===== src/sv/sha_pkg.sv =====
`default_nettype none
package sha_pkg;

    // Command passed from the front end to the compression engine.
    typedef enum logic [1:0] {
        CMD_BLOCK  = 2'd0,
        CMD_FINAL1 = 2'd1,
        CMD_FINAL2 = 2'd2
    } cmd_t;

    typedef struct packed {
        cmd_t         cmd;
        logic [511:0] block;
    } job_t;

    typedef enum logic [1:0] {
        ENG_IDLE  = 2'd0,
        ENG_ROUND = 2'd1,
        ENG_ADD   = 2'd2,
        ENG_EMIT  = 2'd3
    } eng_state_t;

    localparam logic [7:0] PAD_MARK  = 8'h80;
    localparam int         LENGTH_AT = 56;

    localparam logic [255:0] INIT_HASH = {
        32'h6a09e667, 32'hbb67ae85, 32'h3c6ef372, 32'ha54ff53a,
        32'h510e527f, 32'h9b05688c, 32'h1f83d9ab, 32'h5be0cd19
    };

    function automatic logic [31:0] round_k(input logic [5:0] i);
        logic [31:0] k;
        case (i)
            6'd0: k = 32'h428a2f98;  6'd1: k = 32'h71374491;
            6'd2: k = 32'hb5c0fbcf;  6'd3: k = 32'he9b5dba5;
            6'd4: k = 32'h3956c25b;  6'd5: k = 32'h59f111f1;
            6'd6: k = 32'h923f82a4;  6'd7: k = 32'hab1c5ed5;
            6'd8: k = 32'hd807aa98;  6'd9: k = 32'h12835b01;
            6'd10: k = 32'h243185be; 6'd11: k = 32'h550c7dc3;
            6'd12: k = 32'h72be5d74; 6'd13: k = 32'h80deb1fe;
            6'd14: k = 32'h9bdc06a7; 6'd15: k = 32'hc19bf174;
            6'd16: k = 32'he49b69c1; 6'd17: k = 32'hefbe4786;
            6'd18: k = 32'h0fc19dc6; 6'd19: k = 32'h240ca1cc;
            6'd20: k = 32'h2de92c6f; 6'd21: k = 32'h4a7484aa;
            6'd22: k = 32'h5cb0a9dc; 6'd23: k = 32'h76f988da;
            6'd24: k = 32'h983e5152; 6'd25: k = 32'ha831c66d;
            6'd26: k = 32'hb00327c8; 6'd27: k = 32'hbf597fc7;
            6'd28: k = 32'hc6e00bf3; 6'd29: k = 32'hd5a79147;
            6'd30: k = 32'h06ca6351; 6'd31: k = 32'h14292967;
            6'd32: k = 32'h27b70a85; 6'd33: k = 32'h2e1b2138;
            6'd34: k = 32'h4d2c6dfc; 6'd35: k = 32'h53380d13;
            6'd36: k = 32'h650a7354; 6'd37: k = 32'h766a0abb;
            6'd38: k = 32'h81c2c92e; 6'd39: k = 32'h92722c85;
            6'd40: k = 32'ha2bfe8a1; 6'd41: k = 32'ha81a664b;
            6'd42: k = 32'hc24b8b70; 6'd43: k = 32'hc76c51a3;
            6'd44: k = 32'hd192e819; 6'd45: k = 32'hd6990624;
            6'd46: k = 32'hf40e3585; 6'd47: k = 32'h106aa070;
            6'd48: k = 32'h19a4c116; 6'd49: k = 32'h1e376c08;
            6'd50: k = 32'h2748774c; 6'd51: k = 32'h34b0bcb5;
            6'd52: k = 32'h391c0cb3; 6'd53: k = 32'h4ed8aa4a;
            6'd54: k = 32'h5b9cca4f; 6'd55: k = 32'h682e6ff3;
            6'd56: k = 32'h748f82ee; 6'd57: k = 32'h78a5636f;
            6'd58: k = 32'h84c87814; 6'd59: k = 32'h8cc70208;
            6'd60: k = 32'h90befffa; 6'd61: k = 32'ha4506ceb;
            6'd62: k = 32'hbef9a3f7; 6'd63: k = 32'hc67178f2;
            default: k = 32'h0;
        endcase
        return k;
    endfunction

endpackage
`default_nettype wire


===== src/sv/sha_front.sv =====
`default_nettype none
// Collects bytes into a block and builds padded blocks at end of message.
module sha_front (
    input  wire logic          clk,
    input  wire logic          rst_n,
    input  wire logic          in_valid,
    output logic               in_ready,
    input  wire logic [7:0]    data_byte,
    input  wire logic          byte_valid,
    input  wire logic          end_of_message,
    output logic               job_valid,
    input  wire logic          job_ready,
    output sha_pkg::job_t      job
);

    logic [511:0] blk_reg, blk_next;
    logic [5:0]   fill_reg, fill_next;
    logic [63:0]  total_reg, total_next;
    logic         pend_reg, pend_next;
    logic [511:0] pend_blk_reg, pend_blk_next;
    logic         job_valid_reg, job_valid_next;
    sha_pkg::job_t job_reg, job_next;

    // Space for a whole message close: one job slot plus one pending slot.
    assign in_ready  = !job_valid_reg && !pend_reg;
    assign job_valid = job_valid_reg;
    assign job       = job_reg;

    always_comb
    begin
        logic [511:0] b;
        logic [6:0]   f;
        logic [63:0]  bits;
        b = blk_reg;
        f = {1'b0, fill_reg};
        blk_next       = blk_reg;
        fill_next      = fill_reg;
        total_next     = total_reg;
        pend_next      = pend_reg;
        pend_blk_next  = pend_blk_reg;
        job_valid_next = job_valid_reg;
        job_next       = job_reg;
        bits = 64'd0;

        // Hand the job off, then promote a pending final block.
        if (job_valid_reg && job_ready)
        begin
            job_valid_next = pend_reg;
            job_next.cmd   = sha_pkg::CMD_FINAL2;
            job_next.block = pend_blk_reg;
            pend_next      = 1'b0;
        end

        if (in_valid && in_ready)
        begin
            if (byte_valid)
            begin
                b[511 - 8*fill_reg -: 8] = data_byte;
                f = f + 7'd1;
                total_next = total_reg + 64'd1;
            end
            bits = total_next << 3;
            if (f == 7'd64)
            begin
                job_valid_next = 1'b1;
                job_next.cmd   = sha_pkg::CMD_BLOCK;
                job_next.block = b;
                f = 7'd0;
            end
            if (end_of_message)
            begin
                // Mark byte, then zeros behind it.
                b[511 - 8*f[5:0] -: 8] = sha_pkg::PAD_MARK;
                for (int i = 0; i < 64; i++)
                    if (i > f) b[511 - 8*i -: 8] = 8'h00;
                if (f + 7'd1 > 7'(sha_pkg::LENGTH_AT))
                begin
                    if (job_valid_next)
                    begin
                        // A full block is already queued; should not occur.
                        pend_next = 1'b1;
                    end
                    job_valid_next = 1'b1;
                    job_next.cmd   = sha_pkg::CMD_FINAL1;
                    job_next.block = b;
                    pend_next      = 1'b1;
                    pend_blk_next  = {448'd0, bits};
                end
                else if (job_valid_next)
                begin
                    // Full block then final block.
                    pend_next     = 1'b1;
                    pend_blk_next = {b[511:64], bits};
                end
                else
                begin
                    job_valid_next = 1'b1;
                    job_next.cmd   = sha_pkg::CMD_FINAL2;
                    job_next.block = {b[511:64], bits};
                end
                f = 7'd0;
                total_next = 64'd0;
            end
            blk_next  = b;
            fill_next = f[5:0];
        end
    end

    always_ff @(posedge clk or negedge rst_n)
    begin
        if (!rst_n)
        begin
            fill_reg      <= '0;
            total_reg     <= '0;
            pend_reg      <= 1'b0;
            job_valid_reg <= 1'b0;
        end
        else
        begin
            fill_reg      <= fill_next;
            total_reg     <= total_next;
            pend_reg      <= pend_next;
            job_valid_reg <= job_valid_next;
        end
    end

    always_ff @(posedge clk)
    begin
        blk_reg      <= blk_next;
        pend_blk_reg <= pend_blk_next;
        job_reg      <= job_next;
    end

endmodule
`default_nettype wire


===== config.mk =====
export PLATFORM = sky130hd
export DESIGN_NAME = sha_front
export DESIGN_NICKNAME = d
export VERILOG_FILES = /design/src/sv/sha_pkg.sv /design/src/sv/sha_front.sv
export SDC_FILE = /design/constraint.sdc
export NUM_CORES = 2
export LEC_CHECK = 0
export ABC_AREA = 1
export ABC_CLOCK_PERIOD_IN_PS = 33100
export BUFFER_PORTS_ARGS = -buffer_cell sky130_fd_sc_hd__buf_2
export CAP_MARGIN = 20
export CORE_MARGIN = 8
export CORE_UTILIZATION = 35
export DETAILED_ROUTE_END_ITERATION = 10
export SLEW_MARGIN = 20
export SYNTH_ARGS = -nofsm -noshare
export SYNTH_HDL_FRONTEND = slang
export SYNTH_SLANG_ARGS = --single-unit

===== constraint.sdc =====
create_clock -name clk -period 33.1 [get_ports clk]
set_input_delay 3.31 -clock clk [delete_from_list [all_inputs] [get_ports clk]]
set_output_delay 3.31 -clock clk [all_outputs]
set_load 0.02 [all_outputs]

==> impl_metrics.py <==
metrics = {
    "power": {
        "ir_drop_uv": 48.08,
        "p_total_uw": 4480,
        "p_leak_uw": 0.04410,
        "p_per_area_nw_per_um2": 46.20,
    },
    "die": {
        "die_w_um": 510.2,
        "design.die.area_um2": 260300,
        "start_util_pct": 35.17,
        "rows": 181,
        "io_pins": 530,
        "fp.dieH_um": 510.2,
        "core_um2": 243000,
    },
    "finish": {
        "areaGrowthSynthToFinish_pct": 13.46,
        "largest_reg_flops": 514,
        "fin_nets": 12040,
        "drive_above_1_share_pct": 9.200,
        "fillers": 25170,
        "layout.cells.non_filler": 15380,
        "seq_area_um2": 42680,
        "final_cell_mix": "nand2_1 (5077), nor2_1 (1460), o21ai_0 (1141)",
        "layout_commonest_cell": "nand2_1",
        "multi_input_area_um2": 37850,
    },
    "timing": {
        "finalHoldViolations": 0,
        "fmax_ghz": 0.1006,
        "finClkSkew_ps": 50.71,
        "period_share_pct": 30.02,
        "setup_viol": 0,
        "drv_slew": 0,
        "holdWs_ps": 505.4,
        "max-slew-margin-rel_pct": 11.42,
        "rsz0062_at_grt": "no",
        "fin_tns_setup_ps": 0,
        "post-route-min-period_ps": 9936,
        "worst_pin_slew_ps": 1324,
    },
    "yosys": {
        "synth_nets": 11870,
        "netlist_area_um2": 85470,
        "yosys_register_bits": 1604,
        "ys_seq_area_share_pct": 49.93,
        "yosys.cell_types.count": 43,
        "synth_cells": 11850,
        "yosys_warnings": 0,
        "syn_area_per_cell_um2": 7.213,
    },
    "detailed_routing": {
        "vias_per_cell": 5.268,
        "drt_pass1_iterations": 8,
        "antenna_left": 0,
        "initialDrtViolationCount": 10170,
        "wl_per_cell_um": 22.93,
        "num_vias": 81030,
        "drc": 0,
        "routed_wl_um": 352800,
    },
    "critical_path": {
        "crit_path_frequent_cell": "nand2_1",
        "startpoint_type": "input pin",
        "worstSetupEndpointType": "flop",
        "path_cells": "buf_2 > inv_2 > nand2_1 > nand2_1 > nand2_2 > inv_2 > nand2_1 > nor2_1 > nand2_1 > nand2_2 > nand3_4 > buf_4 > o21ai_4 > buf_4 > buf_4 > buf_4 > nand2_1 > nand3_1 > nand2_1",
        "slowest_delay_ps": 930,
        "arrival_ps": 10670,
        "critPathKind": "in -> reg",
        "worstPathRequired_ps": 33830,
        "crit_path_top_delay_cell": "buf_4",
        "crit_fanout": 79,
    },
    "global_routing": {
        "overflow": 0,
        "grt_max_degree": 219,
        "grt_pass1_vias": 72320,
        "grt_pass1_wl_um": 506500,
        "antenna_found_initial": 13,
        "grt_usage_pct": 25.92,
    },
    "run": {
        "drv_cap": 0,
    },
    "worst_hold_path": {
        "hold_path_class": "reg -> reg",
    },
    "clock_tree": {
        "cts_root_buf": "clkbuf_16",
        "postCtsSetupBuffers": 0,
        "cts_tree": "built",
        "cts_hold_buf": 0,
        "clock_path_buffers": 3,
        "cts.sinks": 1604,
        "htreeDepth": 4,
        "cts_made_buffers": 184,
        "cts_resized": 0,
        "clk_pin_slew_ps": 60,
        "clk_latency_ps": 870,
    },
    "placed_design": {
        "dpl.hpwl_um": 239600,
        "io_buffers": 529,
        "gp_congestion": 0.9906,
        "post-place-cells": 15030,
    },
    "status": {
        "status": "complete, no violations",
    },
}
## cell type report
cell class	instances	area share [%]
antenna	6	0.01548
clock buffer	265	5.532
clock inverter	82	0.9922
inverter	606	2.364
multi-input combinational	8958	39.03
sequential	1604	44.01
tap	3202	4.131
timing repair buffer	659	3.924
## final timing paths
kind | depth (start not counted) | to | startpoint | slack, ps
setup / recovery | 19 | job[217] | byte_valid | 23160
hold / removal | 2 | job[512] | job[512] | 510
setup reg to reg | 16 | job[217] | fill_reg[3] | 24980
hold reg to reg | 2 | job[512] | job[512] | 510
max in group asynchronous | 2 | fill_reg[3] | rst_n | 29670
min in group asynchronous | 2 | job_valid | rst_n | 2710
## power breakdown
part,switching [µW],internal [µW],total [µW]
clock,906,1260,2160
sequential,0,2120,2120
combinational,160,41.8,202
## cells in the mapped netlist, drive strengths merged
library cell / instances / area (µm²)
buf: 259 / 1257
o21a: 29 / 217.7
nor3: 44 / 220.2
dfrtp: 69 / 1727
and3: 2 / 12.51
o22ai: 22 / 137.6
and2: 2 / 12.51
nand2: 5093 / 19150
a31oi: 8 / 50.05
nor2: 1488 / 5620
nor3b: 3 / 22.52
clkbuf: 423 / 1588
o211ai: 8 / 60.06
nand4: 30 / 187.7
clkinv: 7 / 26.28
nor4: 7 / 43.79
or2: 93 / 581.8
nand3b: 21 / 157.7
mux2i: 61 / 610.6
edfxtp: 1021 / 30660
a22o: 12 / 105.1
xnor2: 3 / 26.28
ha: 9 / 112.6
xor2: 46 / 402.9
nand3: 754 / 3774
a21oi: 69 / 364.1
dfxtp: 514 / 10290
o21ai: 1151 / 5787
a211oi: 2 / 15.01
inv: 599 / 2248
a21boi: 1 / 7.510
## critical path, delay by kind of cell
kind,cells,cell delay [ps]
buf+inv,7,4060
simple gates,11,2380
compound gates,1,750
## per-stage QoR
step	util [%]	cell area [µm²]	setup WS [ps]
after CTS	39.87	96890	23190
after detailed placement	37.27	90560	22310
after global placement	37.26	90550	22470
after global routing	39.90	96970	22960
final	39.91	96980	23160
after floorplan	-	85470	5706
## layer usage
layer	up-vias	GRT usage (%)	wire, µm
met1	37990	36.22	149100
met4	10	12.48	19600
met5	-	0	72
li1	38380	-	-
met2	3979	36.34	142500
met3	665	7.810	41550
## cells by family after synthesis
| kind of cell | after synthesis | share of synthesized area, % |
|---|---|---|
| multiplexers | 61 | 0.7144 |
| AO/OA/AOI/OAI | 1302 | 7.890 |
| AND/OR/NAND/NOR | 7537 | 34.84 |
| buffers and inverters | 1288 | 5.990 |
| flip-flops | 1604 | 49.93 |
| adder cells (fa/ha/maj) | 9 | 0.1317 |
| XOR/XNOR | 49 | 0.5021 |
(Power assumes the default switching activity.)
