==> src/sv/sha_pkg.sv <==
`default_nettype none
package sha_pkg;

    // Command passed from the front end to the compression engine.
    typedef enum logic [1:0] {
        CMD_BLOCK  = 2'd0,
        CMD_FINAL1 = 2'd1,
        CMD_FINAL2 = 2'd2
    } cmd_t;

    typedef struct packed {
        cmd_t         cmd;
        logic [511:0] block;
    } job_t;

    typedef enum logic [1:0] {
        ENG_IDLE  = 2'd0,
        ENG_ROUND = 2'd1,
        ENG_ADD   = 2'd2,
        ENG_EMIT  = 2'd3
    } eng_state_t;

    localparam logic [7:0] PAD_MARK  = 8'h80;
    localparam int         LENGTH_AT = 56;

    localparam logic [255:0] INIT_HASH = {
        32'h6a09e667, 32'hbb67ae85, 32'h3c6ef372, 32'ha54ff53a,
        32'h510e527f, 32'h9b05688c, 32'h1f83d9ab, 32'h5be0cd19
    };

    function automatic logic [31:0] round_k(input logic [5:0] i);
        logic [31:0] k;
        case (i)
            6'd0: k = 32'h428a2f98;  6'd1: k = 32'h71374491;
            6'd2: k = 32'hb5c0fbcf;  6'd3: k = 32'he9b5dba5;
            6'd4: k = 32'h3956c25b;  6'd5: k = 32'h59f111f1;
            6'd6: k = 32'h923f82a4;  6'd7: k = 32'hab1c5ed5;
            6'd8: k = 32'hd807aa98;  6'd9: k = 32'h12835b01;
            6'd10: k = 32'h243185be; 6'd11: k = 32'h550c7dc3;
            6'd12: k = 32'h72be5d74; 6'd13: k = 32'h80deb1fe;
            6'd14: k = 32'h9bdc06a7; 6'd15: k = 32'hc19bf174;
            6'd16: k = 32'he49b69c1; 6'd17: k = 32'hefbe4786;
            6'd18: k = 32'h0fc19dc6; 6'd19: k = 32'h240ca1cc;
            6'd20: k = 32'h2de92c6f; 6'd21: k = 32'h4a7484aa;
            6'd22: k = 32'h5cb0a9dc; 6'd23: k = 32'h76f988da;
            6'd24: k = 32'h983e5152; 6'd25: k = 32'ha831c66d;
            6'd26: k = 32'hb00327c8; 6'd27: k = 32'hbf597fc7;
            6'd28: k = 32'hc6e00bf3; 6'd29: k = 32'hd5a79147;
            6'd30: k = 32'h06ca6351; 6'd31: k = 32'h14292967;
            6'd32: k = 32'h27b70a85; 6'd33: k = 32'h2e1b2138;
            6'd34: k = 32'h4d2c6dfc; 6'd35: k = 32'h53380d13;
            6'd36: k = 32'h650a7354; 6'd37: k = 32'h766a0abb;
            6'd38: k = 32'h81c2c92e; 6'd39: k = 32'h92722c85;
            6'd40: k = 32'ha2bfe8a1; 6'd41: k = 32'ha81a664b;
            6'd42: k = 32'hc24b8b70; 6'd43: k = 32'hc76c51a3;
            6'd44: k = 32'hd192e819; 6'd45: k = 32'hd6990624;
            6'd46: k = 32'hf40e3585; 6'd47: k = 32'h106aa070;
            6'd48: k = 32'h19a4c116; 6'd49: k = 32'h1e376c08;
            6'd50: k = 32'h2748774c; 6'd51: k = 32'h34b0bcb5;
            6'd52: k = 32'h391c0cb3; 6'd53: k = 32'h4ed8aa4a;
            6'd54: k = 32'h5b9cca4f; 6'd55: k = 32'h682e6ff3;
            6'd56: k = 32'h748f82ee; 6'd57: k = 32'h78a5636f;
            6'd58: k = 32'h84c87814; 6'd59: k = 32'h8cc70208;
            6'd60: k = 32'h90befffa; 6'd61: k = 32'ha4506ceb;
            6'd62: k = 32'hbef9a3f7; 6'd63: k = 32'hc67178f2;
            default: k = 32'h0;
        endcase
        return k;
    endfunction

endpackage
`default_nettype wire

==> src/sv/sha_engine.sv <==
`default_nettype none
// Runs 64 compression rounds, one per cycle, and emits the digest after a final block.
module sha_engine (
    input  wire logic          clk,
    input  wire logic          rst_n,
    input  wire logic          job_valid,
    output logic               job_ready,
    input  wire sha_pkg::job_t job,
    output logic               out_valid,
    input  wire logic          out_ready,
    output logic [31:0]        digest_word,
    output logic [2:0]         word_index,
    output logic               last_word
);

    sha_pkg::eng_state_t state_reg, state_next;
    logic [255:0] h_reg, h_next;
    logic [255:0] v_reg, v_next;
    logic [511:0] w_reg, w_next;
    logic [5:0]   rnd_reg, rnd_next;
    logic [2:0]   idx_reg, idx_next;
    logic         fin_reg, fin_next;

    assign job_ready   = (state_reg == sha_pkg::ENG_IDLE);
    assign out_valid   = (state_reg == sha_pkg::ENG_EMIT);
    assign digest_word = h_reg[255 - 32*idx_reg -: 32];
    assign word_index  = idx_reg;
    assign last_word   = (idx_reg == 3'd7);

    function automatic logic [31:0] rotr(input logic [31:0] x, input int n);
        return (x >> n) | (x << (32 - n));
    endfunction

    always_comb
    begin
        logic [31:0] a, b, c, d, e, f, g, h, t1, t2, x, y, wn;
        {a, b, c, d, e, f, g, h} = v_reg;
        state_next = state_reg;
        h_next   = h_reg;
        v_next   = v_reg;
        w_next   = w_reg;
        rnd_next = rnd_reg;
        idx_next = idx_reg;
        fin_next = fin_reg;
        t1 = h + (rotr(e, 6) ^ rotr(e, 11) ^ rotr(e, 25)) + ((e & f) ^ (~e & g))
             + sha_pkg::round_k(rnd_reg) + w_reg[511:480];
        t2 = (rotr(a, 2) ^ rotr(a, 13) ^ rotr(a, 22)) + ((a & b) ^ (a & c) ^ (b & c));
        x  = w_reg[479:448];
        y  = w_reg[63:32];
        wn = w_reg[511:480] + (rotr(x, 7) ^ rotr(x, 18) ^ (x >> 3)) + w_reg[223:192]
             + (rotr(y, 17) ^ rotr(y, 19) ^ (y >> 10));
        case (state_reg)
            sha_pkg::ENG_IDLE:
            begin
                if (job_valid)
                begin
                    w_next   = job.block;
                    v_next   = h_reg;
                    rnd_next = 6'd0;
                    fin_next = (job.cmd == sha_pkg::CMD_FINAL2);
                    state_next = sha_pkg::ENG_ROUND;
                end
            end
            sha_pkg::ENG_ROUND:
            begin
                v_next = {t1 + t2, a, b, c, d + t1, e, f, g};
                w_next = {w_reg[479:0], wn};
                rnd_next = rnd_reg + 6'd1;
                if (rnd_reg == 6'd63)
                    state_next = sha_pkg::ENG_ADD;
            end
            sha_pkg::ENG_ADD:
            begin
                for (int i = 0; i < 8; i++)
                    h_next[32*i +: 32] = h_reg[32*i +: 32] + v_reg[32*i +: 32];
                idx_next = 3'd0;
                state_next = fin_reg ? sha_pkg::ENG_EMIT : sha_pkg::ENG_IDLE;
            end
            sha_pkg::ENG_EMIT:
            begin
                if (out_ready)
                begin
                    idx_next = idx_reg + 3'd1;
                    if (idx_reg == 3'd7)
                    begin
                        h_next = sha_pkg::INIT_HASH;
                        state_next = sha_pkg::ENG_IDLE;
                    end
                end
            end
            default: state_next = sha_pkg::ENG_IDLE;
        endcase
    end

    always_ff @(posedge clk or negedge rst_n)
    begin
        if (!rst_n)
        begin
            state_reg <= sha_pkg::ENG_IDLE;
            h_reg     <= sha_pkg::INIT_HASH;
            rnd_reg   <= '0;
            idx_reg   <= '0;
            fin_reg   <= 1'b0;
        end
        else
        begin
            state_reg <= state_next;
            h_reg     <= h_next;
            rnd_reg   <= rnd_next;
            idx_reg   <= idx_next;
            fin_reg   <= fin_next;
        end
    end

    always_ff @(posedge clk)
    begin
        v_reg <= v_next;
        w_reg <= w_next;
    end

endmodule
`default_nettype wire

==> config.mk <==
export PLATFORM = sky130hd
export DESIGN_NAME = sha_engine
export DESIGN_NICKNAME = d
export VERILOG_FILES = /design/src/sv/sha_pkg.sv /design/src/sv/sha_engine.sv
export SDC_FILE = /design/constraint.sdc
export NUM_CORES = 2
export LEC_CHECK = 0
export BUFFER_PORTS_ARGS = -buffer_cell sky130_fd_sc_hd__clkbuf_2
export CORE_UTILIZATION = 50
export CTS_CLUSTER_DIAMETER = 200
export DETAILED_ROUTE_END_ITERATION = 7
export PLACE_DENSITY_LB_ADDON = 0.2
export RECOVER_POWER = 100
export SYNTH_ARGS = -nofsm -noshare
export SYNTH_HDL_FRONTEND = slang
export SYNTH_SLANG_ARGS = --single-unit
==> constraint.sdc <==
create_clock -name clk -period 20.8 [get_ports clk]
set_clock_uncertainty 0.1 [all_clocks]
set_input_delay 3.12 -clock clk [delete_from_list [all_inputs] [get_ports clk]]
set_output_delay 3.12 -clock clk [all_outputs]
set_load 0.01 [all_outputs]
==> impl_metrics.env <==
export IMPL_outcome="complete, but fails checks"
export IMPL_violations="DRC, capacitance limit, slew limit"
export IMPL_ys_seq_elements=1036
export IMPL_gp_congestion=0.988
export IMPL_gr_total_overflow=0
export IMPL_cts_max_level=3
export IMPL_cts_resized=0
export IMPL_cp_max_fo=67
export IMPL_rows=139
export IMPL_grt_max_degree=182
export IMPL_start_kind="register"
export IMPL_min_path_type="register to register"
export IMPL_ys_warn_count=0
export IMPL_rsz0062_at_grt="no"
export IMPL_finalHoldViolations=0
export IMPL_tightest_slew_ns=6.50
export IMPL_yosysUniqueCellTypes=94
export IMPL_avgSynthCellArea_um2=9.07
export IMPL_avgViaCountPerCell=5.93
export IMPL_grt_pass1_vias=57000
export IMPL_slew_violations=2628
export IMPL_die_area_um2=147000
export IMPL_initial_core_util=0.504
export IMPL_dr_pass1_iters=8
export IMPL_nets=9463
export IMPL_end_kind="register"
export IMPL_synthToLayoutAreaGrowth_pct=11.1
export IMPL_antenna_found_initial=29
export IMPL_ios=556
export IMPL_ant_nets=0
export IMPL_num_vias=61600
export IMPL_postCtsHoldBufs=0
export IMPL_track_usage=0.356
export IMPL_post_route_drc_count=36
export IMPL_die_h_um=383
export IMPL_relSlewSlack=-3.33
export IMPL_cts_sinks=1036
export IMPL_fmax_ghz=0.0789
export IMPL_synth_top_area_cell="edfxtp_1"
export IMPL_yosys_top_cells_area="edfxtp_1 32%, nand2_1 12%, ha_1 6.8%"
export IMPL_fp_coreArea_um2=144000
export IMPL_routed_wl_mm=268
export IMPL_clock_path_buffers=3
export IMPL_root_buffer="clkbuf_16"
export IMPL_cp_arrival_ns=13.19
export IMPL_largest_reg_flops=512
export IMPL_crit_type="register to register"
export IMPL_ys_async_sr_fraction=0.259
export IMPL_synth_top_cell_area_share=0.318
export IMPL_die_x_um=383
export IMPL_synth_area_um2=72500
export IMPL_wl_per_cell_um=25.8
export IMPL_post_cts_buffers=0
export IMPL_setup_viol=0
export IMPL_syn_inst=7993
export IMPL_fin_setup_tns_ns=0
export IMPL_yosysSeqAreaShare=0.413
export IMPL_clock_latency_ns=0.75
export IMPL_cts_clk_slew_worst_paths_ns=0.07
export IMPL_crit_required_ns=21.31
export IMPL_grt_first_pass_wirelength_mm=384
export IMPL_fin_crit_sh=0.609
export IMPL_drive_above_1_share=0.121
export IMPL_synth_edf_count=768
export IMPL_drt_iter0_markers=7472
export IMPL_io_buffer_count=555
export IMPL_drv_cap=42
export IMPL_cts_tree="done"
export IMPL_synth_nets=9105
export IMPL_synth_main_ff_cell="edfxtp_1"
export IMPL_dp_hpwl_mm=203
export IMPL_min_period_ns=12.67
export IMPL_cts_buffers=119
-- synthesized netlist by cell type, drive strengths merged, types with 10 or more instances --
cell and count:
clkbuf 354, nand3 69, o31ai 39, nand2 2349, o2111ai 13, and3 37, dfrtp 132, a221oi 12
o22ai 15, fa 197, a311oi 13, nor2 347, mux2 64, nand2b 71, a22o 15, o21a 53
xor2 250, nor2b 51, dfstp 136, a31oi 40, a211oi 68, buf 36, ha 397, o311ai 13
xnor2 310, a21oi 430, or3 37, nor4 11, a211o 18, o21ai 508, nor3 77, mux2i 13
mux4 68, a21o 188, edfxtp 768, o21bai 43, nor3b 22, nand3b 10, inv 489, o22a 18
and2 18, o211ai 37, nand4 20
-- metrics by stage --
| step | instances | worst slack [ns] | instance area (um^2) | utilization | hold slack, ns |
|---|---|---|---|---|---|
| floorplan | 7993 | 1.16 | 72500 | - | 0.348 |
| global placement | 10100 | 12.01 | 76900 | 0.534 | 0.368 |
| detailed placement | 10100 | 11.92 | 76900 | 0.534 | 0.374 |
| CTS | 10400 | 11.87 | 80700 | 0.561 | 0.381 |
| global route | 10400 | 7.25 | 80600 | 0.560 | 0.405 |
| finish | 10400 | 8.13 | 80600 | 0.560 | 0.378 |
-- worst max-delay path, stage by stage (launching register included) --
cell and delay (ns):
dfrtp_1 0.68, inv_1 0.30, nor2_4 0.13, clkbuf_1 2.88
clkbuf_1 2.77, clkbuf_1 2.39, clkbuf_1 2.53, nand2_1 0.29
nand2_1 0.17
-- logic make-up (layout without fill, tap and decap cells) --
group,count (synthesis),after routing,synth area share
fa+ha+maj,596,596,0.123
compound gates,1621,1621,0.139
xor+xnor,562,562,0.0683
other cells,0,19,0
flops,1036,1036,0.413
mux,145,145,0.0329
buf+inv,880,1342,0.0456
simple gates,3153,3153,0.178
-- placed cells by master, fill, tap and decap left out, types with 38 or more instances in the layout --
cell type	n
inv_1	487
o21ai_0	498
nor2b_1	50
clkbuf_2	539
nor2_1	346
nor3_1	76
ha_1	397
dfstp_2	136
edfxtp_1	768
o21a_1	53
mux2_2	42
mux4_2	68
fa_1	197
xnor2_1	310
nand2_1	2348
clkinv_1	38
a211oi_1	67
o21bai_1	43
a21oi_1	430
a21o_1	188
a31oi_1	40
clkbuf_16	119
nand3_1	69
xor2_1	250
dfrtp_1	129
clkbuf_1	73
nand2b_1	71
-- area by class of cell --
cell class | instances | area, um^2
repair buffers | 627 | 3180
clock inverters | 81 | 771
diodes | 19 | 47.5
fillers | 12900 | 63300
well taps | 1903 | 2380
multi-input cells | 6077 | 39300
clock buffers | 144 | 3120
flip-flops and latches | 1036 | 29900
inverters | 490 | 1840
-- worst paths after layout --
check,cells past startpoint,slack (ns),start,end
max,8,8.13,state_reg[0]$_DFFE_PN0P_,w_reg[42]$_DFFE_PP_
min,2,0.38,h_reg[159]$_DFFE_PN1P_,h_reg[159]$_DFFE_PN1P_
max reg2reg,8,8.13,state_reg[0]$_DFFE_PN0P_,w_reg[42]$_DFFE_PP_
min reg2reg,2,0.38,h_reg[159]$_DFFE_PN1P_,h_reg[159]$_DFFE_PN1P_
max in group asynchronous,3,8.77,rst_n,rnd_reg[4]$_DFFE_PN0P_
min in group asynchronous,1,4.27,rst_n,h_reg[185]$_DFFE_PN0P_
-- layer usage --
metal | wire [um] | global-route usage | up-vias
li1 | - | - | 28100
met1 | 118000 | 0.528 | 30200
met2 | 115000 | 0.517 | 2861
met3 | 25500 | 0.0752 | 392
met4 | 9010 | 0.115 | 12
met5 | 92 | 0 | -
Power is left out: the tool's default activity adds up to more than one toggle a clock period on the data nets, which glitch-free logic cannot reach.
